`src/design/irfr_pkg.sv`:
```
// ---------------------------------------------------------------------------
// IR frame receiver package
// Types and fixed constants shared by the receiver modules.
// ---------------------------------------------------------------------------
package irfr_pkg;

    localparam int COMMAND_BITS = 7;
    localparam int VOTE_FRAMES  = 3;
    localparam int TICK_W       = 16;
    localparam int ADDR_BITS    = 5;
    localparam int CFG_IDX_W    = 3;
    localparam int SLOT_W       = 2;

    // Configuration register indexes
    localparam logic [CFG_IDX_W-1:0] CFG_START_TICKS    = 3'd0;
    localparam logic [CFG_IDX_W-1:0] CFG_SYNC_TICKS     = 3'd1;
    localparam logic [CFG_IDX_W-1:0] CFG_READ_TICKS     = 3'd2;
    localparam logic [CFG_IDX_W-1:0] CFG_EDGE_DEBOUNCE  = 3'd3;
    localparam logic [CFG_IDX_W-1:0] CFG_SCAN_DEBOUNCE  = 3'd4;
    localparam logic [CFG_IDX_W-1:0] CFG_EXP_ADDRESS    = 3'd5;

    // Reset values of the configuration registers
    localparam logic [TICK_W-1:0]    RST_START_TICKS    = 16'd20000;
    localparam logic [TICK_W-1:0]    RST_SYNC_TICKS     = 16'd9600;
    localparam logic [TICK_W-1:0]    RST_READ_TICKS     = 16'd7200;
    localparam logic [TICK_W-1:0]    RST_EDGE_DEBOUNCE  = 16'd400;
    localparam logic [TICK_W-1:0]    RST_SCAN_DEBOUNCE  = 16'd400;
    localparam logic [ADDR_BITS-1:0] RST_EXP_ADDRESS    = 5'd1;

    typedef enum logic [2:0] {
        MODE_IDLE  = 3'd0,
        MODE_START = 3'd1,
        MODE_SYNC  = 3'd2,
        MODE_READ  = 3'd3,
        MODE_ERROR = 3'd4
    } irfr_mode_t;

    // Frame outcome handed from the frame sequencer to the vote stage
    typedef struct packed {
        logic                    valid;
        logic                    ok;
        logic [COMMAND_BITS-1:0] cmd;
    } irfr_frame_res_t;

    // Full result of one transaction on the output side
    typedef struct packed {
        logic [COMMAND_BITS-1:0] vote_cmd;
        logic                    vote_ok;
        logic                    vote_done;
        logic [COMMAND_BITS-1:0] frame_cmd;
        logic                    frame_ok;
    } irfr_result_t;

endpackage

```
`src/design/irfr_edge.sv`:
```
// ---------------------------------------------------------------------------
// IR falling-edge qualifier
// Confirms a falling edge after high was seen and low held for the debounce.
// ---------------------------------------------------------------------------
module irfr_edge
(
    input  logic                       clk,
    input  logic                       rst_n,
    input  logic                       adv,
    input  logic                       pin,
    input  logic                       idle,
    input  logic                       clear,
    input  logic [irfr_pkg::TICK_W-1:0] edge_debounce,
    input  logic [irfr_pkg::TICK_W-1:0] scan_debounce,
    output logic                       edge_hit
);
    import irfr_pkg::*;

    localparam int CNT_W = TICK_W + 1;

    logic             saw_high_reg, saw_high_next;
    logic [CNT_W-1:0] low_cnt_reg, low_cnt_next;
    logic [CNT_W-1:0] thr;

    // The first edge of a frame needs the extra scan debounce on top
    assign thr = CNT_W'(edge_debounce) + (idle ? CNT_W'(scan_debounce) : '0);

    always_comb
    begin
        edge_hit      = 1'b0;
        saw_high_next = saw_high_reg;
        low_cnt_next  = low_cnt_reg;
        if (pin)
        begin
            saw_high_next = 1'b1;
            low_cnt_next  = '0;
        end
        else if (saw_high_reg)
        begin
            if (low_cnt_reg >= thr)
            begin
                edge_hit      = 1'b1;
                saw_high_next = 1'b0;
                low_cnt_next  = '0;
            end
            else
            begin
                low_cnt_next = low_cnt_reg + 1'b1;
            end
        end
        if (clear)
        begin
            saw_high_next = 1'b0;
            low_cnt_next  = '0;
        end
    end

    always_ff @(posedge clk or negedge rst_n)
    begin
        if (!rst_n)
        begin
            saw_high_reg <= 1'b0;
            low_cnt_reg  <= '0;
        end
        else if (adv)
        begin
            saw_high_reg <= saw_high_next;
            low_cnt_reg  <= low_cnt_next;
        end
    end

endmodule

```
`src/design/irfr_frame.sv`:
```
// ---------------------------------------------------------------------------
// IR frame sequencer
// Start/sync/read phases, phase timer and bit assembly of one frame.
// ---------------------------------------------------------------------------
module irfr_frame
#(
    parameter int FRAME_BITS = 12
)
(
    input  logic                          clk,
    input  logic                          rst_n,
    input  logic                          adv,
    input  logic                          pin,
    input  logic                          edge_hit,
    input  logic [irfr_pkg::TICK_W-1:0]    start_ticks,
    input  logic [irfr_pkg::TICK_W-1:0]    scan_debounce,
    input  logic [irfr_pkg::TICK_W-1:0]    sync_ticks,
    input  logic [irfr_pkg::TICK_W-1:0]    read_ticks,
    input  logic [irfr_pkg::ADDR_BITS-1:0] expected_address,
    output logic                          mode_idle,
    output irfr_pkg::irfr_frame_res_t     frame_res
);
    import irfr_pkg::*;

    localparam int IDX_W = $clog2(FRAME_BITS);

    irfr_mode_t            mode_reg, mode_next;
    logic [TICK_W-1:0]     timer_reg, timer_next;
    logic [IDX_W-1:0]      idx_reg, idx_next;
    logic [FRAME_BITS-1:0] shift_reg, shift_next;

    logic                  expired;
    logic [TICK_W-1:0]     timer_dec;
    logic                  bit_in;
    logic [FRAME_BITS-1:0] word;
    logic                  last_bit;
    logic [TICK_W-1:0]     addr_ext;
    logic                  addr_match;

    // A window of N ticks runs out on the N-th later tick; zero acts as one
    assign expired   = (timer_reg <= TICK_W'(1));
    assign timer_dec = expired ? '0 : timer_reg - 1'b1;

    // Carrier seen (pin low) reads as a one
    assign bit_in     = ~pin;
    assign word       = shift_reg | (FRAME_BITS'(bit_in) << idx_reg);
    assign last_bit   = (idx_reg == IDX_W'(FRAME_BITS - 1));
    assign addr_ext   = TICK_W'(word[FRAME_BITS-1:COMMAND_BITS]);
    assign addr_match = (addr_ext == TICK_W'(expected_address));
    assign mode_idle  = (mode_reg == MODE_IDLE);

    // Next state
    always_comb
    begin
        mode_next = mode_reg;
        unique case (mode_reg)
            MODE_IDLE:
            begin
                if (edge_hit)
                    mode_next = MODE_START;
            end
            MODE_START:
            begin
                if (edge_hit)
                    mode_next = MODE_ERROR;
                else if (expired)
                    mode_next = MODE_SYNC;
            end
            MODE_SYNC:
            begin
                if (edge_hit)
                    mode_next = MODE_READ;
                else if (expired)
                    mode_next = MODE_ERROR;
            end
            MODE_READ:
            begin
                if (edge_hit)
                    mode_next = MODE_ERROR;
                else if (expired)
                    mode_next = last_bit ? MODE_IDLE : MODE_SYNC;
            end
            MODE_ERROR:
            begin
                mode_next = MODE_IDLE;
            end
            default:
            begin
                mode_next = MODE_ERROR;
            end
        endcase
    end

    // Timer, bit assembly and frame outcome
    always_comb
    begin
        timer_next = timer_reg;
        idx_next   = idx_reg;
        shift_next = shift_reg;
        frame_res  = '0;
        unique case (mode_reg)
            MODE_IDLE:
            begin
                if (edge_hit)
                    timer_next = (start_ticks > scan_debounce) ?
                                 start_ticks - scan_debounce : '0;
            end
            MODE_START:
            begin
                if (!edge_hit)
                    timer_next = expired ? sync_ticks : timer_dec;
            end
            MODE_SYNC:
            begin
                timer_next = edge_hit ? read_ticks : timer_dec;
            end
            MODE_READ:
            begin
                if (!edge_hit && expired)
                begin
                    if (last_bit)
                    begin
                        frame_res.valid = 1'b1;
                        frame_res.ok    = addr_match;
                        frame_res.cmd   = addr_match ? word[COMMAND_BITS-1:0] : '0;
                    end
                    else
                    begin
                        timer_next = sync_ticks;
                        idx_next   = idx_reg + 1'b1;
                        shift_next = word;
                    end
                end
                else if (!edge_hit)
                begin
                    timer_next = timer_dec;
                end
            end
            MODE_ERROR:
            begin
                frame_res.valid = 1'b1;
            end
            default:
            begin
                timer_next = timer_reg;
            end
        endcase
        // Every finished frame returns the receiver to a clean idle
        if (frame_res.valid)
        begin
            timer_next = '0;
            idx_next   = '0;
            shift_next = '0;
        end
    end

    always_ff @(posedge clk or negedge rst_n)
    begin
        if (!rst_n)
        begin
            mode_reg  <= MODE_IDLE;
            timer_reg <= '0;
            idx_reg   <= '0;
            shift_reg <= '0;
        end
        else if (adv)
        begin
            mode_reg  <= mode_next;
            timer_reg <= timer_next;
            idx_reg   <= idx_next;
            shift_reg <= shift_next;
        end
    end

endmodule

```
`src/design/irfr_vote.sv`:
```
// ---------------------------------------------------------------------------
// IR frame vote
// Keeps the last group of frame outcomes and forms the two-of-three vote.
// ---------------------------------------------------------------------------
module irfr_vote
(
    input  logic                      clk,
    input  logic                      rst_n,
    input  logic                      adv,
    input  irfr_pkg::irfr_frame_res_t frame_res,
    output irfr_pkg::irfr_result_t    result
);
    import irfr_pkg::*;

    localparam int ENTRY_W = COMMAND_BITS + 1;
    localparam logic [SLOT_W-1:0] LAST_SLOT = SLOT_W'(VOTE_FRAMES - 1);

    logic [ENTRY_W-1:0] results_reg [VOTE_FRAMES];
    logic [SLOT_W-1:0]  slot_reg, slot_next;
    logic [ENTRY_W-1:0] entry_new;
    logic [ENTRY_W-1:0] winner;
    logic               agree;
    logic               done;

    assign entry_new = {frame_res.ok, frame_res.cmd};
    assign done      = (slot_reg == LAST_SLOT);
    assign slot_next = done ? '0 : slot_reg + 1'b1;

    // The third entry of the group is the frame closing it right now
    always_comb
    begin
        agree  = 1'b1;
        winner = '0;
        priority if (results_reg[0] == results_reg[1])
            winner = results_reg[0];
        else if (results_reg[1] == entry_new)
            winner = results_reg[1];
        else if (entry_new == results_reg[0])
            winner = results_reg[0];
        else
            agree = 1'b0;
    end

    always_comb
    begin
        result           = '0;
        result.frame_ok  = frame_res.ok;
        result.frame_cmd = frame_res.cmd;
        result.vote_done = done;
        if (done && agree && winner[ENTRY_W-1])
        begin
            result.vote_ok  = 1'b1;
            result.vote_cmd = winner[COMMAND_BITS-1:0];
        end
    end

    always_ff @(posedge clk)
    begin
        if (adv && frame_res.valid)
            results_reg[slot_reg] <= entry_new;
    end

    always_ff @(posedge clk or negedge rst_n)
    begin
        if (!rst_n)
            slot_reg <= '0;
        else if (adv && frame_res.valid)
            slot_reg <= slot_next;
    end

endmodule

```
`src/design/irfr_outbuf.sv`:
```
// ---------------------------------------------------------------------------
// IR result output buffer
// Output register with one skid entry in front of the result stream.
// ---------------------------------------------------------------------------
module irfr_outbuf
(
    input  logic                   clk,
    input  logic                   rst_n,
    input  logic                   push,
    input  irfr_pkg::irfr_result_t push_data,
    output logic                   full,
    output logic                   m_axis_tvalid,
    input  logic                   m_axis_tready,
    output logic [15:0]            m_axis_tdata,  // frame_ok, frame_command, vote_ok, vote_command
    output logic                   m_axis_tlast   // vote_done
);
    import irfr_pkg::*;

    logic         main_valid_reg;
    logic         skid_valid_reg;
    irfr_result_t main_reg;
    irfr_result_t skid_reg;
    logic         pop;

    assign pop  = main_valid_reg && m_axis_tready;
    assign full = skid_valid_reg;

    assign m_axis_tvalid = main_valid_reg;
    assign m_axis_tlast  = main_reg.vote_done;
    assign m_axis_tdata  = {main_reg.vote_cmd, main_reg.vote_ok,
                            main_reg.frame_cmd, main_reg.frame_ok};

    always_ff @(posedge clk or negedge rst_n)
    begin
        if (!rst_n)
        begin
            main_valid_reg <= 1'b0;
            skid_valid_reg <= 1'b0;
        end
        else if (!main_valid_reg || pop)
        begin
            main_valid_reg <= skid_valid_reg || push;
            skid_valid_reg <= 1'b0;
        end
        else if (push)
        begin
            skid_valid_reg <= 1'b1;
        end
    end

    always_ff @(posedge clk)
    begin
        if (!main_valid_reg || pop)
            main_reg <= skid_valid_reg ? skid_reg : push_data;
        else if (push)
            skid_reg <= push_data;
    end

endmodule

```
`src/design/ir_remote_frame_receiver_top.sv`:
```
// ---------------------------------------------------------------------------
// IR remote frame receiver, top level
// SIRC-style 12-bit frame decoder with a two-of-three vote over three frames.
// ---------------------------------------------------------------------------
//  channel   | direction | payload
//  ----------+-----------+--------------------------------------------------
//  s_axis    | in        | tdata[0] pin_level, one pin sample per transaction
//  m_axis    | out       | tdata frame_ok, frame_command, vote_ok,
//            |           | vote_command; tlast vote_done
//  cfg       | in        | cfg_we / cfg_index / cfg_data register writes
//
// One sample per cycle while the skid entry is free: a sample is held in
// the input register, the debounce/sequencer/vote logic updates from it
// and, when a frame ends, writes the result register.
// A stalled result goes to the skid entry; the input side stops only when
// both the result register and the skid entry hold results.
// rst_n clears the control state and loads the register defaults.
// ---------------------------------------------------------------------------
module ir_remote_frame_receiver_top
#(
    parameter int FRAME_BITS = 12
)
(
    input  logic        clk,
    input  logic        rst_n,
    // sample stream
    input  logic        s_axis_tvalid,
    output logic        s_axis_tready,
    input  logic [7:0]  s_axis_tdata,   // [0] pin_level
    // result stream
    output logic        m_axis_tvalid,
    input  logic        m_axis_tready,
    output logic [15:0] m_axis_tdata,   // [0] frame_ok, [7:1] frame_command,
                                        // [8] vote_ok, [15:9] vote_command
    output logic        m_axis_tlast,   // vote_done
    // configuration writes
    input  logic        cfg_we,
    input  logic [2:0]  cfg_index,
    input  logic [15:0] cfg_data
);
    import irfr_pkg::*;

    // Configuration registers
    logic [TICK_W-1:0]    start_ticks_reg;
    logic [TICK_W-1:0]    sync_ticks_reg;
    logic [TICK_W-1:0]    read_ticks_reg;
    logic [TICK_W-1:0]    edge_deb_reg;
    logic [TICK_W-1:0]    scan_deb_reg;
    logic [ADDR_BITS-1:0] exp_addr_reg;

    // Input register
    logic s1_valid_reg;
    logic s1_pin_reg;

    logic            adv;
    logic            full;
    logic            edge_hit;
    logic            mode_idle;
    irfr_frame_res_t frame_res;
    irfr_result_t    result;

    // The core steps whenever a sample is held and the skid entry is free
    assign adv           = s1_valid_reg && !full;
    assign s_axis_tready = !s1_valid_reg || !full;

    always_ff @(posedge clk or negedge rst_n)
    begin
        if (!rst_n)
            s1_valid_reg <= 1'b0;
        else if (s_axis_tready)
            s1_valid_reg <= s_axis_tvalid;
    end

    always_ff @(posedge clk)
    begin
        if (s_axis_tvalid && s_axis_tready)
            s1_pin_reg <= s_axis_tdata[0];
    end

    always_ff @(posedge clk or negedge rst_n)
    begin
        if (!rst_n)
        begin
            start_ticks_reg <= RST_START_TICKS;
            sync_ticks_reg  <= RST_SYNC_TICKS;
            read_ticks_reg  <= RST_READ_TICKS;
            edge_deb_reg    <= RST_EDGE_DEBOUNCE;
            scan_deb_reg    <= RST_SCAN_DEBOUNCE;
            exp_addr_reg    <= RST_EXP_ADDRESS;
        end
        else if (cfg_we)
        begin
            unique case (cfg_index)
                CFG_START_TICKS:   start_ticks_reg <= cfg_data;
                CFG_SYNC_TICKS:    sync_ticks_reg  <= cfg_data;
                CFG_READ_TICKS:    read_ticks_reg  <= cfg_data;
                CFG_EDGE_DEBOUNCE: edge_deb_reg    <= cfg_data;
                CFG_SCAN_DEBOUNCE: scan_deb_reg    <= cfg_data;
                CFG_EXP_ADDRESS:   exp_addr_reg    <= cfg_data[ADDR_BITS-1:0];
                default:           exp_addr_reg    <= exp_addr_reg;
            endcase
        end
    end

    // Debounced falling edges; a finished frame clears the qualifier
    irfr_edge u_edge
    (
        .clk           (clk),
        .rst_n         (rst_n),
        .adv           (adv),
        .pin           (s1_pin_reg),
        .idle          (mode_idle),
        .clear         (frame_res.valid),
        .edge_debounce (edge_deb_reg),
        .scan_debounce (scan_deb_reg),
        .edge_hit      (edge_hit)
    );

    irfr_frame #(
        .FRAME_BITS (FRAME_BITS)
    ) u_frame
    (
        .clk              (clk),
        .rst_n            (rst_n),
        .adv              (adv),
        .pin              (s1_pin_reg),
        .edge_hit         (edge_hit),
        .start_ticks      (start_ticks_reg),
        .scan_debounce    (scan_deb_reg),
        .sync_ticks       (sync_ticks_reg),
        .read_ticks       (read_ticks_reg),
        .expected_address (exp_addr_reg),
        .mode_idle        (mode_idle),
        .frame_res        (frame_res)
    );

    irfr_vote u_vote
    (
        .clk       (clk),
        .rst_n     (rst_n),
        .adv       (adv),
        .frame_res (frame_res),
        .result    (result)
    );

    irfr_outbuf u_outbuf
    (
        .clk           (clk),
        .rst_n         (rst_n),
        .push          (adv && frame_res.valid),
        .push_data     (result),
        .full          (full),
        .m_axis_tvalid (m_axis_tvalid),
        .m_axis_tready (m_axis_tready),
        .m_axis_tdata  (m_axis_tdata),
        .m_axis_tlast  (m_axis_tlast)
    );

endmodule

```
`config.mk`:
```
export PLATFORM = sky130hd
export DESIGN_NAME = ir_remote_frame_receiver_top
export DESIGN_NICKNAME = d
export VERILOG_FILES = /design/src/design/irfr_pkg.sv /design/src/design/irfr_edge.sv /design/src/design/irfr_frame.sv /design/src/design/irfr_vote.sv /design/src/design/irfr_outbuf.sv /design/src/design/ir_remote_frame_receiver_top.sv
export SDC_FILE = /design/constraint.sdc
export NUM_CORES = 1
export LEC_CHECK = 0
export BUFFER_PORTS_ARGS = -buffer_cell sky130_fd_sc_hd__buf_4
export CAP_MARGIN = 20
export CORE_UTILIZATION = 55
export DETAILED_ROUTE_END_ITERATION = 16
export PLACE_DENSITY = 0.68
export RECOVER_POWER = 25
export SYNTH_ARGS = -nofsm -noshare
export SYNTH_HDL_FRONTEND = slang
export SYNTH_HIERARCHICAL = 1
export SYNTH_SLANG_ARGS = --single-unit
```
`constraint.sdc`:
```
create_clock -name clk -period 19.5 [get_ports clk]
set_input_delay 3.9 -clock clk [delete_from_list [all_inputs] [get_ports clk]]
set_output_delay 3.9 -clock clk [all_outputs]
set_load 0.01 [all_outputs]
```
* Word level (Yosys, flattened, before mapping)
Memories as Yosys holds them, arrays and structs flattened.
Cells that the tools add are included.
** Storage, ports and cells
- Register bits after elaboration :: 178
- Memory bits (writable) :: 24
- Word-level logic and storage cells :: 155
- Memories kept :: 1
- Input port bits :: 32
- Output and inout port bits :: 19
** Operators by class
- Mux-type cells :: 58
- Add/sub/neg operators :: 6
- Equal/unequal tests :: 24
- Bitwise operators :: 3
- Shift operators :: 1
- $lt $le $gt $ge :: 3
- Reduce and logical (&&, ||, !) cells :: 32
** Memory list
- u_vote.results_reg :: words 3, width 8, read ports 2, clocked after memory_dff 0, write ports 1, line irfr_vote.sv:18 : logic [ENTRY_W-1:0] results_reg [VOTE_FRAMES];
** Operators by type and width (number)
- $mux W16 :: 11
- $mux W17 :: 5
- $pmux W16 S4 :: 1
- $mux W12 :: 4
- $mux W8 :: 5
- $eq A8 B8 Y1 :: 3
- $mux W3 :: 7
- $mux W9 :: 2
- $add A16 B17 Y17 :: 1
- $add A17 B1 Y17 const B :: 1
- $ge A17 B17 Y1 :: 1
- $gt A16 B16 Y1 :: 1
- $le A16 B1 Y1 const B :: 1
- $mux W4 :: 4
- $reduce_and A2 Y1 :: 8
- $sub A16 B1 Y16 const B :: 1
- $sub A16 B16 Y16 :: 1
- $pmux W3 S5 :: 1
- $mux W1 :: 14
- $eq A3 B2 Y1 const B :: 4
- $or A12 B12 Y12 :: 1
- $shl A1 B4 Y12 :: 1
- $eq A3 B3 Y1 const B :: 3
- $ne A3 B1 Y1 const B :: 3
- 25 further kinds :: 43

* Longest topological paths before layout
Gate-level depths: netlist (run 1).
- Depth in word-level cells :: 19
- Gate-level depth with buffers :: 29

* Cells and area by module
Netlist (run 1), hierarchy kept.
** By module, submodules not included
- irfr_frame :: times used 1, area an instance 3498.4 um^2, cells each 461
- ir_remote_frame_receiver_top :: times used 1, area an instance 3428.3 um^2, cells each 191
- irfr_edge :: times used 1, area an instance 2218.4 um^2, cells each 257
- irfr_outbuf :: times used 1, area an instance 1352.5 um^2, cells each 61
- irfr_vote :: times used 1, area an instance 1161.1 um^2, cells each 92

* Worst setup path after synthesis (run 1)
OpenSTA, ideal clock, no wires.
- Kind :: register -> register
- From :: register u_frame.mode_reg[2]
- To :: register u_outbuf.main_reg (netlist bit u_outbuf/m_axis_tdata[8]), data pin
- Library setup time :: 260 ps
- Slack :: 13047 ps
- Cell stages (with the launch flop) :: 30
- Path buffers :: 2
- Arrival time :: 6193 ps
- Clock period less this slack :: 6453 ps
- Cells stage by stage :: dfrtp_1 > clkbuf_1 > nor3_1 > and2_1 > ha_1 > fa_1 > a211oi_1 > o211ai_1 > a21oi_1 > o21ai_0 > a21o_1 > xnor2_1 > ha_1 > a21o_1 > a21o_1 > a21oi_1 > o21a_1 > clkbuf_8 > a211oi_1 > or2_2 > nor4_2 > nor3b_2 > nand4_2 > nor2_1 > xor2_1 > nor4_4 > a211oi_4 > o21ai_4 > a21oi_1 > mux2_4
** RTL lines
- start: declaration :: line irfr_frame.sv:27 : irfr_mode_t mode_reg, mode_next;
- start signal: assignment :: line irfr_frame.sv:168 : mode_reg <= mode_next;
- end signal: assignment :: line irfr_outbuf.sv:54 : main_reg <= skid_valid_reg ? skid_reg : push_data;
- end: declaration :: line irfr_outbuf.sv:21 : irfr_result_t main_reg;

==> results of run 1 <==
## cell type report
| cell class | instances | share of cell area |
|---|---|---|
| Tap cell | 270 | 0.0267 |
| Multi-Input combinational cell | 774 | 0.475 |
| Clock buffer | 19 | 0.0375 |
| Clock inverter | 13 | 0.0106 |
| Inverter | 42 | 0.0124 |
| Sequential cell | 194 | 0.405 |
| Timing Repair Buffer | 55 | 0.0318 |
## routing by layer
| layer | up-vias | GRT usage | share of wire |
|---|---|---|---|
| met3 | 10 | 0.0383 | 0.036 |
| met1 | 4055 | 0.353 | 0.51 |
| met2 | 177 | 0.352 | 0.45 |
| li1 | 3961 | - | - |
| met4 | 0 | 0.0469 | 0.0051 |
| met5 | - | 0 | 0 |
## cells in the mapped netlist (8+ instances only)
cell type / instances
a211oi_1: 10
a21o_1: 21
a21oi_1: 61
a221o_1: 9
a221oi_2: 8
a31oi_1: 13
and2_1: 20
and3_1: 11
buf_2: 9
buf_4: 11
buf_6: 8
clkbuf_1: 20
dfrtp_1: 123
dfstp_2: 20
edfxtp_1: 51
ha_1: 53
inv_1: 42
mux2_2: 68
mux2_4: 29
nand2_1: 65
nand2b_1: 15
nand3_1: 20
nand4_1: 17
nor2_1: 73
nor3_1: 19
o21ai_0: 47
xnor2_1: 33
xor2_1: 38
## power groups by stage
stage / Clock (uW) / Combinational [uW] / Sequential, uW
floorplan: 0 / 477 / 569
global route: 383 / 675 / 602
detailed placement: 0 / 598 / 594
global placement: 0 / 588 / 591
CTS: 367 / 604 / 588
finish: 358 / 607 / 589
## cells by family after synthesis
kind of cell    count (synthesis)  synth area share
simple gates                  289             0.136
fa+ha+maj                      55            0.0603
compound gates                253             0.155
buf+inv                        94            0.0439
xor+xnor                       71            0.0533
mux                           106             0.111
flops                         194             0.440
## worst paths after layout
path,slack [ns],cells after the start,to,startpoint
setup reg to reg,11.66,28,u_outbuf/m_axis_tdata[9]$_DFFE_PP_,u_frame/mode_reg[0]$_DFFE_PN0P_
max in group clk,11.66,28,u_outbuf/m_axis_tdata[9]$_DFFE_PP_,u_frame/mode_reg[0]$_DFFE_PN0P_
hold reg to reg,0.49,1,read_ticks_reg[8]$_DFFE_PN0P_,read_ticks_reg[8]$_DFFE_PN0P_
hold / removal,0.49,1,read_ticks_reg[8]$_DFFE_PN0P_,read_ticks_reg[8]$_DFFE_PN0P_
setup / recovery,11.50,1,edge_deb_reg[15]$_DFFE_PN0P_,rst_n
min in group asynchronous,5.25,1,u_frame/shift_reg[4]$_DFFE_PN0P_,rst_n
## metrics by stage
step	cells	util	power, uW	instance area [sq um]
final	1367	0.618	1550	12700
after global routing	1367	0.618	1660	12700
after CTS	1364	0.618	1560	12700
after detailed placement	1332	0.589	1190	12100
after global placement	1332	0.589	1180	12100
after floorplan	1062	-	1050	11700
==> flow_metrics.py, run 1 <==
metrics = {
    "layout": {
        "final_cell_mix": "dfrtp_1 (123), nor2_1 (72), mux2_2 (68)",
        "areaGrowthSynthToFinish_pct": 8.62,
        "fin_nets": 1171,
        "seqCellArea_sq_um": 5130,
        "drive_above_1_share": 0.225,
        "diodes": 0,
        "multi_input_area_sq_um": 6020,
        "final_common_cell": "dfrtp_1",
        "fillers": 1663,
    },
    "timing": {
        "rsz0062_at_grt": "no",
        "whs_ns": 0.491,
        "setup_viol": 0,
        "clock_skew_ns": 0.0190,
        "tns_ns": 0,
        "finalCritPeriodShare": 0.410,
        "max_freq_mhz": 125,
        "worst_slew_pin_slew_ns": 4.92,
        "drv_slew": 93,
        "max_slew_margin": -2.28,
        "finalCriticalPeriod_ns": 8.00,
        "hold_violations": 0,
        "fin_ws_ns": 11.50,
    },
    "die": {
        "fp.dieW_um": 148,
        "coreArea_sq_um": 20500,
        "fp.dieH_um": 148,
        "initial_core_util": 0.569,
        "placementRows": 52,
        "die-area_sq_um": 21800,
        "top_level_ports": 51,
    },
    "global_routing": {
        "grt_pass1_wl_um": 40200,
        "antenna_found_initial": 0,
        "grt_max_degree": 93,
        "first_global_vias": 7790,
        "gr-total-overflow": 0,
        "gr-usage-all-layers": 0.233,
    },
    "logic_synthesis": {
        "yosys.area.top_type": "dfrtp_1",
        "avgSynthCellArea_sq_um": 11.0,
        "synthArstFlopShare": 0.737,
        "yosys.area.top_type_share": 0.264,
        "synth_cell_types": 91,
        "yosysSeqAreaShare": 0.440,
        "synth_edf_count": 51,
        "yosysWarnings": 6,
        "ys_ff_latch": 194,
        "synth.cell_area_sq_um": 11700,
        "synthCells": 1062,
        "synthFlopType": "dfrtp_1",
        "synth_nets": 1149,
        "synth_area_leaders": "dfrtp_1 (26%), edfxtp_1 (13%), mux2_2 (6.6%), ha_1 (5.7%), dfstp_2 (4.5%)",
    },
    "critical_path": {
        "crit_path_end_kind": "asynchronous set/reset pin",
        "crit_required_ns": 18.88,
        "cp_slowest_stage_delay_ns": 3.38,
        "crit_family": "buffers and inverters",
        "worstPathCellList": "clkbuf_1",
        "path_buf_inv": 1,
        "critPathLaunchType": "primary input",
        "crit_fanout": 92,
        "worstSetupPathType": "in2async",
        "arrival_ns": 7.37,
        "worst_path_max_delay_cell": "clkbuf_1",
    },
    "clocking": {
        "clk_root_buffer_cell": "clkbuf_16",
        "insertion_delay_ns": 0.44,
        "cts.sink_count": 194,
        "cts_setup_buffers": 0,
        "cts_resized": 0,
        "hold_buffers": 0,
        "cts_tree": "yes",
        "htree_levels": 4,
        "clockBufferDepth": 2,
        "cts.clk_slew.worst_paths_ns": 0.07,
        "cts_made_buffers": 17,
    },
    "pwr": {
        "vdd_drop_max_mv": 0.0572,
        "clockPowerShare": 0.231,
        "leakagePower_uw": 0.00529,
        "power.density_nw_per_um2": 123,
        "swShare": 0.376,
        "p_sw_uw": 585,
        "power_frac_comb": 0.391,
        "internal_power_uw": 969,
        "power_frac_seq": 0.379,
    },
    "route": {
        "ant_nets": 0,
        "drc": 0,
        "detail_route.wirelength_um": 24400,
        "drt-pass1-iter-count": 5,
        "first_iter_violations": 483,
        "avgRoutedWirePerCell_um": 17.9,
        "vias_per_cell": 6.00,
        "vias": 8203,
    },
    "placement": {
        "dp_slack_ns": 11.79,
        "gp_congestion": 0.889,
        "io_buffers": 43,
        "dp_hpwl_um": 17400,
    },
    "job": {
        "max-cap-violations": 1,
    },
    "run_status": {
        "outcome": "finished, violations left",
        "failed_checks": "max-capacitance violations, max-slew violations",
    },
    "hold_path": {
        "hp-class": "reg2reg",
    },
}
No activity file was read; power rests on OpenSTA's default activity.
==> run 2: changes to the inputs <==
--- a/config.mk
+++ b/config.mk
@@ -9,7 +9,7 @@
 export CAP_MARGIN = 20
 export CORE_UTILIZATION = 55
 export DETAILED_ROUTE_END_ITERATION = 16
-export PLACE_DENSITY = 0.68
+export PLACE_DENSITY = 0.71
 export RECOVER_POWER = 25
 export SYNTH_ARGS = -nofsm -noshare
 export SYNTH_HDL_FRONTEND = slang
==> constraint.sdc (replaced) <==
create_clock -name clk -period 6.7 [get_ports clk]
set_input_delay 1.34 -clock clk [delete_from_list [all_inputs] [get_ports clk]]
set_output_delay 1.34 -clock clk [all_outputs]
set_load 0.01 [all_outputs]
==> run 2 against run 1 <==
  * The flow still finishes with violations (max-capacitance violations, max-slew violations)
  * Via count increased by 2.5%
  * Total power increased to 3.0 times the previous value
  * Clock power increased to 2.9 times the previous value
  * Die area unchanged
  * First-iteration DRC count increased by 27%
  * Final cell count increased by 2.0%
  * Critical path type is now reg2reg
  * Largest power group unchanged
==> flow_metrics.py, run 2 (synthesis results as in run 1) <==
metrics = {
    "clocking": {
        "clk_root_buffer_cell": "clkbuf_16",
        "cts.clk_slew.worst_paths_ns": 0.08,
        "cts_made_buffers": 17,
        "cts_tree": "yes",
        "htree_levels": 4,
        "cts.sink_count": 194,
        "hold_buffers": 0,
        "insertion_delay_ns": 0.44,
        "clockBufferDepth": 2,
    },
    "global_routing": {
        "grt_pass1_wl_um": 41900,
        "grt_max_degree": 87,
        "antenna_found_initial": 0,
        "gr-usage-all-layers": 0.246,
        "gr-total-overflow": 0,
        "first_global_vias": 8082,
    },
    "pwr": {
        "leakagePower_uw": 0.00556,
        "power.density_nw_per_um2": 353,
        "swShare": 0.394,
        "power_frac_seq": 0.370,
        "vdd_drop_max_mv": 0.233,
        "p_sw_uw": 1820,
        "clockPowerShare": 0.224,
        "power_frac_comb": 0.405,
        "internal_power_uw": 2800,
    },
    "timing": {
        "setup_viol": 0,
        "finalCriticalPeriod_ns": 6.34,
        "hold_violations": 0,
        "clock_skew_ns": 0.0132,
        "max_freq_mhz": 158,
        "max_slew_margin": -2.07,
        "finalCritPeriodShare": 0.946,
        "worst_slew_pin_slew_ns": 4.61,
        "whs_ns": 0.496,
        "drv_slew": 87,
    },
    "critical_path": {
        "cp_slowest_stage_delay_ns": 0.41,
        "crit_fanout": 12,
        "reg2reg_slack_ns": 0.36,
        "crit_path_end_kind": "flop",
        "worst_path_max_delay_cell": "dfrtp_1",
        "arrival_ns": 6.65,
        "critPathLaunchType": "flop",
        "reg2reg_to": "u_outbuf/m_axis_tdata[13]$_DFFE_PP_",
        "crit_required_ns": 7.01,
        "worstSetupPathType": "reg2reg",
        "ff2ff_path_depth": 32,
        "r2r-start": "u_frame/mode_reg[2]$_DFFE_PN0P_",
    },
    "layout": {
        "final_cells": 1395,
        "fin_nets": 1199,
        "areaGrowthSynthToFinish_pct": 12.1,
        "final_cell_mix": "dfrtp_1 (123), buf_4 (75), mux2_2 (68)",
        "drive_above_1_share": 0.259,
        "final_area_sq_um": 13100,
        "diodes": 0,
        "final_common_cell": "dfrtp_1",
    },
    "route": {
        "detail_route.wirelength_um": 26200,
        "vias_per_cell": 6.03,
        "ant_nets": 0,
        "vias": 8409,
        "avgRoutedWirePerCell_um": 18.8,
        "drt-pass1-iter-count": 7,
        "first_iter_violations": 611,
        "drc": 0,
    },
    "die": {
        "die-area_sq_um": 21800,
        "fp.dieH_um": 148,
        "top_level_ports": 51,
        "coreArea_sq_um": 20500,
        "fp.dieW_um": 148,
        "initial_core_util": 0.569,
        "placementRows": 52,
    },
    "hold_path": {
        "hold-path-cell-count": 1,
        "hold_path_end": "read_ticks_reg[8]$_DFFE_PN0P_",
        "hp-start": "read_ticks_reg[8]$_DFFE_PN0P_",
        "hp-class": "reg2reg",
    },
    "placement": {
        "dp_hpwl_um": 18600,
        "gp_congestion": 0.910,
        "io_buffers": 43,
        "place_inst": 1358,
        "dpl_cell_area_sq_um": 12300,
    },
    "run_status": {
        "outcome": "finished, violations left",
        "failed_checks": "max-capacitance violations, max-slew violations",
    },
    "job": {
        "max-cap-violations": 1,
    },
}
-- run 2: cell types whose count changed in the layout (fill, tap and decap cells not counted), sizes merged --
| cell | before | now |
|---|---|---|
| clkinv | 4 | 8 |
| clkinvlp | 1 | 0 |
| buf | 49 | 78 |
| clkbuf | 25 | 22 |
| bufinv | 1 | 0 |
-- run 2: worst max-delay path: cells and delay by family (launching register included) --
kind | cells | cell delay [ns]
fa+ha+maj | 2 | 0.47
xor+xnor | 2 | 0.23
flops | 1 | 0.41
mux | 1 | 0.21
compound gates | 13 | 2.41
buf+inv | 6 | 0.97
simple gates | 8 | 1.49
-- run 2: routing by layer --
layer / share of wire / vias up / GRT usage
met5: 0 / - / 0
met4: 0.014 / 0 / 0.0742
met3: 0.043 / 30 / 0.0333
met2: 0.50 / 202 / 0.418
met1: 0.44 / 4161 / 0.326
li1: - / 4016 / -
-- run 2: what timing repair did --
action | CTS | global route
setup buffers | 1 | 4
resized for setup | 6 | 31
pin swaps | 1 | 10
endpoints found under the setup margin | 8 | 18
-- run 2: final cells by class --
type | instances | area, sq um
Fill cell | 1603 | 7430
Clock buffer | 17 | 425
Multi-Input combinational cell | 774 | 6190
Timing Repair Buffer | 83 | 641
Clock inverter | 15 | 179
Sequential cell | 194 | 5130
Tap cell | 270 | 338
Inverter | 42 | 158
-- run 2: power groups by stage --
stage	clock network, uW	logic [uW]	registers, uW
finish	1040	1870	1710
global route	1100	2060	1740
CTS	1050	1820	1700
detailed placement	0	1810	1720
global placement	0	1770	1710
floorplan	0	1390	1660
-- run 2: worst max-delay path by stage --
stage | depth (start not counted) | to | start | slack, ns
6_report | 32 | u_outbuf/m_axis_tdata[13]$_DFFE_PP_ | u_frame/mode_reg[2]$_DFFE_PN0P_ | 0.36
5_1_grt | 32 | u_outbuf/m_axis_tdata[14]$_DFFE_PP_ | u_frame/mode_reg[2]$_DFFE_PN0P_ | -0.04
4_1_cts | 28 | u_outbuf/m_axis_tdata[10]$_DFFE_PP_ | u_frame/mode_reg[0]$_DFFE_PN0P_ | 0.08
3_5_place_dp | 28 | u_outbuf/m_axis_tdata[10]$_DFFE_PP_ | u_frame/mode_reg[0]$_DFFE_PN0P_ | -0.02
3_3_place_gp | 28 | u_outbuf/m_axis_tdata[11]$_DFFE_PP_ | u_frame/mode_reg[0]$_DFFE_PN0P_ | 0.04
2_1_floorplan | 29 | u_outbuf/m_axis_tdata[8]$_DFFE_PP_ | u_frame/mode_reg[2]$_DFFE_PN0P_ | 0.25
-- run 2: per-stage QoR --
step	TNS (ns)	worst slack (ns)	util	total power, uW
6_report	0	0.362	0.637	4620
5_1_grt	-0.263	-0.0418	0.637	4890
4_1_cts	0	0.0769	0.629	4570
3_5_place_dp	-0.0671	-0.0238	0.598	3530
3_3_place_gp	0	0.0437	0.598	3480
2_1_floorplan	0	0.247	-	3050
==> run 3: changes to the inputs <==
--- a/config.mk
+++ b/config.mk
@@ -9,8 +9,10 @@
 export CAP_MARGIN = 20
 export CORE_UTILIZATION = 55
 export DETAILED_ROUTE_END_ITERATION = 16
+export HOLD_SLACK_MARGIN = 0.1
 export PLACE_DENSITY = 0.71
 export RECOVER_POWER = 25
+export REMOVE_ABC_BUFFERS = 1
 export SYNTH_ARGS = -nofsm -noshare
 export SYNTH_HDL_FRONTEND = slang
 export SYNTH_HIERARCHICAL = 1
==> run 3 against run 2 <==
  * The flow still finishes with violations (max-capacitance violations, max-slew violations)
  * Sequential share of layout area fell by 0.083 points
  * Fmax fell by 1.2%
  * First-iteration DRC count rose by 2.6%
  * Total power rose by 0.22%
  * Worst setup slack got worse by 0.074 ns
  * Routed wire length barely moved
  * Clock-buffer cell count did not move
  * Die area did not move
  * Sequential power barely moved
  * Via count rose by 1.4%
  * Clock power barely moved
  * Flip-flop and latch count did not move
  * Critical path type unchanged
==> flow_metrics.py, run 3 (synthesis results as in run 1) <==
metrics = {
    "timing": {
        "drv_slew": 81,
        "hold_violations": 0,
        "rsz0062_at_grt": "no",
        "max_slew_margin": -1.95,
        "finalCritPeriodShare": 0.957,
        "clock_skew_ns": 0.0145,
        "max_freq_mhz": 156,
        "worst_slew_pin_slew_ns": 4.43,
        "tns_ns": 0,
        "setup_viol": 0,
        "finalCriticalPeriod_ns": 6.41,
    },
    "critical_path": {
        "cp_slowest_stage_delay_ns": 0.37,
        "worst_path_max_delay_cell": "dfrtp_1",
        "crit_path_end_kind": "flop",
        "ff2ff_path_depth": 30,
        "worstSetupPathType": "reg2reg",
        "crit_fanout": 8,
        "crit_required_ns": 6.90,
        "critPathLaunchType": "flop",
        "path_common_cell": "a21o_1",
        "arrival_ns": 6.61,
    },
    "global_routing": {
        "first_global_vias": 8403,
        "gr-total-overflow": 0,
        "grt_pass1_wl_um": 42700,
        "gr-usage-all-layers": 0.248,
        "antenna_found_initial": 0,
        "grt_max_degree": 81,
    },
    "clocking": {
        "hold_buffers": 0,
        "cts.clk_slew.worst_paths_ns": 0.08,
        "clockBufferDepth": 2,
        "htree_levels": 4,
        "cts.sink_count": 194,
        "clk_root_buffer_cell": "clkbuf_16",
        "cts_tree": "yes",
        "cts_made_buffers": 17,
        "insertion_delay_ns": 0.44,
    },
    "layout": {
        "areaGrowthSynthToFinish_pct": 12.3,
        "seqCellArea_sq_um": 5130,
        "final_common_cell": "dfrtp_1",
        "diodes": 0,
        "drive_above_1_share": 0.266,
        "final_util": 0.639,
        "multi_input_area_sq_um": 6180,
        "final_cell_mix": "dfrtp_1 (123), buf_4 (82), nor2_1 (71)",
        "fillers": 1634,
        "fin_nets": 1206,
    },
    "hold_path": {
        "hold-path-cell-count": 1,
        "hp-class": "reg2reg",
    },
    "route": {
        "drc": 0,
        "vias": 8526,
        "ant_nets": 0,
        "vias_per_cell": 6.08,
        "avgRoutedWirePerCell_um": 18.6,
        "first_iter_violations": 627,
        "detail_route.wirelength_um": 26100,
        "drt-pass1-iter-count": 5,
    },
    "placement": {
        "gp_congestion": 0.884,
        "io_buffers": 43,
        "dp_hpwl_um": 18300,
    },
    "die": {
        "initial_core_util": 0.569,
        "top_level_ports": 51,
        "placementRows": 52,
        "die-area_sq_um": 21800,
        "fp.dieW_um": 148,
        "fp.dieH_um": 148,
        "coreArea_sq_um": 20500,
    },
    "job": {
        "max-cap-violations": 1,
    },
    "pwr": {
        "power.density_nw_per_um2": 353,
        "vdd_drop_max_mv": 0.266,
        "leakagePower_uw": 0.00560,
    },
    "run_status": {
        "failed_checks": "max-capacitance violations, max-slew violations",
        "outcome": "finished, violations left",
    },
}
==> run 3: worst max-delay path, delay by kind of cell, from the launching register on <==
kind / cells / cell delay (ns)
XOR/XNOR: 2 / 0.25
multiplexers: 1 / 0.30
flip-flops: 1 / 0.37
AND/OR/NAND/NOR: 8 / 1.57
AO/OA/AOI/OAI: 13 / 2.33
adder cells (fa/ha/maj): 3 / 0.87
buffers and inverters: 3 / 0.47
==> run 3: per-stage QoR <==
stage               std cells  worst slack (ns)  hold slack [ns]  area [sq um]  power (uW)
floorplan                1010           -0.0882            0.459         11300        2990
global placement         1360           -0.0291            0.471         12300        3470
detailed placement       1360           -0.0899            0.477         12300        3520
CTS                      1395           0.00526            0.493         12900        4600
global route             1402            0.0360            0.516         13100        4920
finish                   1402             0.288            0.490         13100        4630
==> run 3: where the power goes <==
group | switching (uW) | total (uW) | leakage [uW] | internal, uW
sequential | 211 | 1700 | 0.00224 | 1490
clock | 512 | 1050 | 0.000292 | 534
combinational | 1070 | 1880 | 0.00307 | 817
==> run 3: layout make-up <==
class | instances | share of cell area
Inverter | 42 | 0.0120
Multi-Input combinational cell | 774 | 0.472
Sequential cell | 194 | 0.392
Clock inverter | 15 | 0.0129
Timing Repair Buffer | 90 | 0.0523
Clock buffer | 17 | 0.0325
Tap cell | 270 | 0.0258
==> run 3: worst paths after layout <==
check,from,endpoint,slack [ns]
worst max-delay path,u_frame/mode_reg[0]$_DFFE_PN0P_,u_outbuf/m_axis_tdata[13]$_DFFE_PP_,0.29
worst min-delay path,read_ticks_reg[7]$_DFFE_PN0P_,read_ticks_reg[7]$_DFFE_PN0P_,0.49
worst max register to register,u_frame/mode_reg[0]$_DFFE_PN0P_,u_outbuf/m_axis_tdata[13]$_DFFE_PP_,0.29
worst min register to register,read_ticks_reg[7]$_DFFE_PN0P_,read_ticks_reg[7]$_DFFE_PN0P_,0.49
max in group asynchronous,rst_n,u_frame/shift_reg[11]$_DFFE_PN0P_,1.70
min in group asynchronous,rst_n,u_edge/low_cnt_reg[16]$_DFFE_PN0P_,2.47
==> run 3: repair_timing <==
action,CTS,global route
resized for setup,7,32
buffers inserted,3,6
endpoints found under the setup margin,13,41
pin swaps,3,11
==> run 3: per-layer routing <==
metal	up-vias	share of wire	global-route usage
met2	211	0.49	0.417
met3	44	0.040	0.0373
met1	4242	0.44	0.323
met4	0	0.028	0.0974
met5	-	0	0
li1	4029	-	-
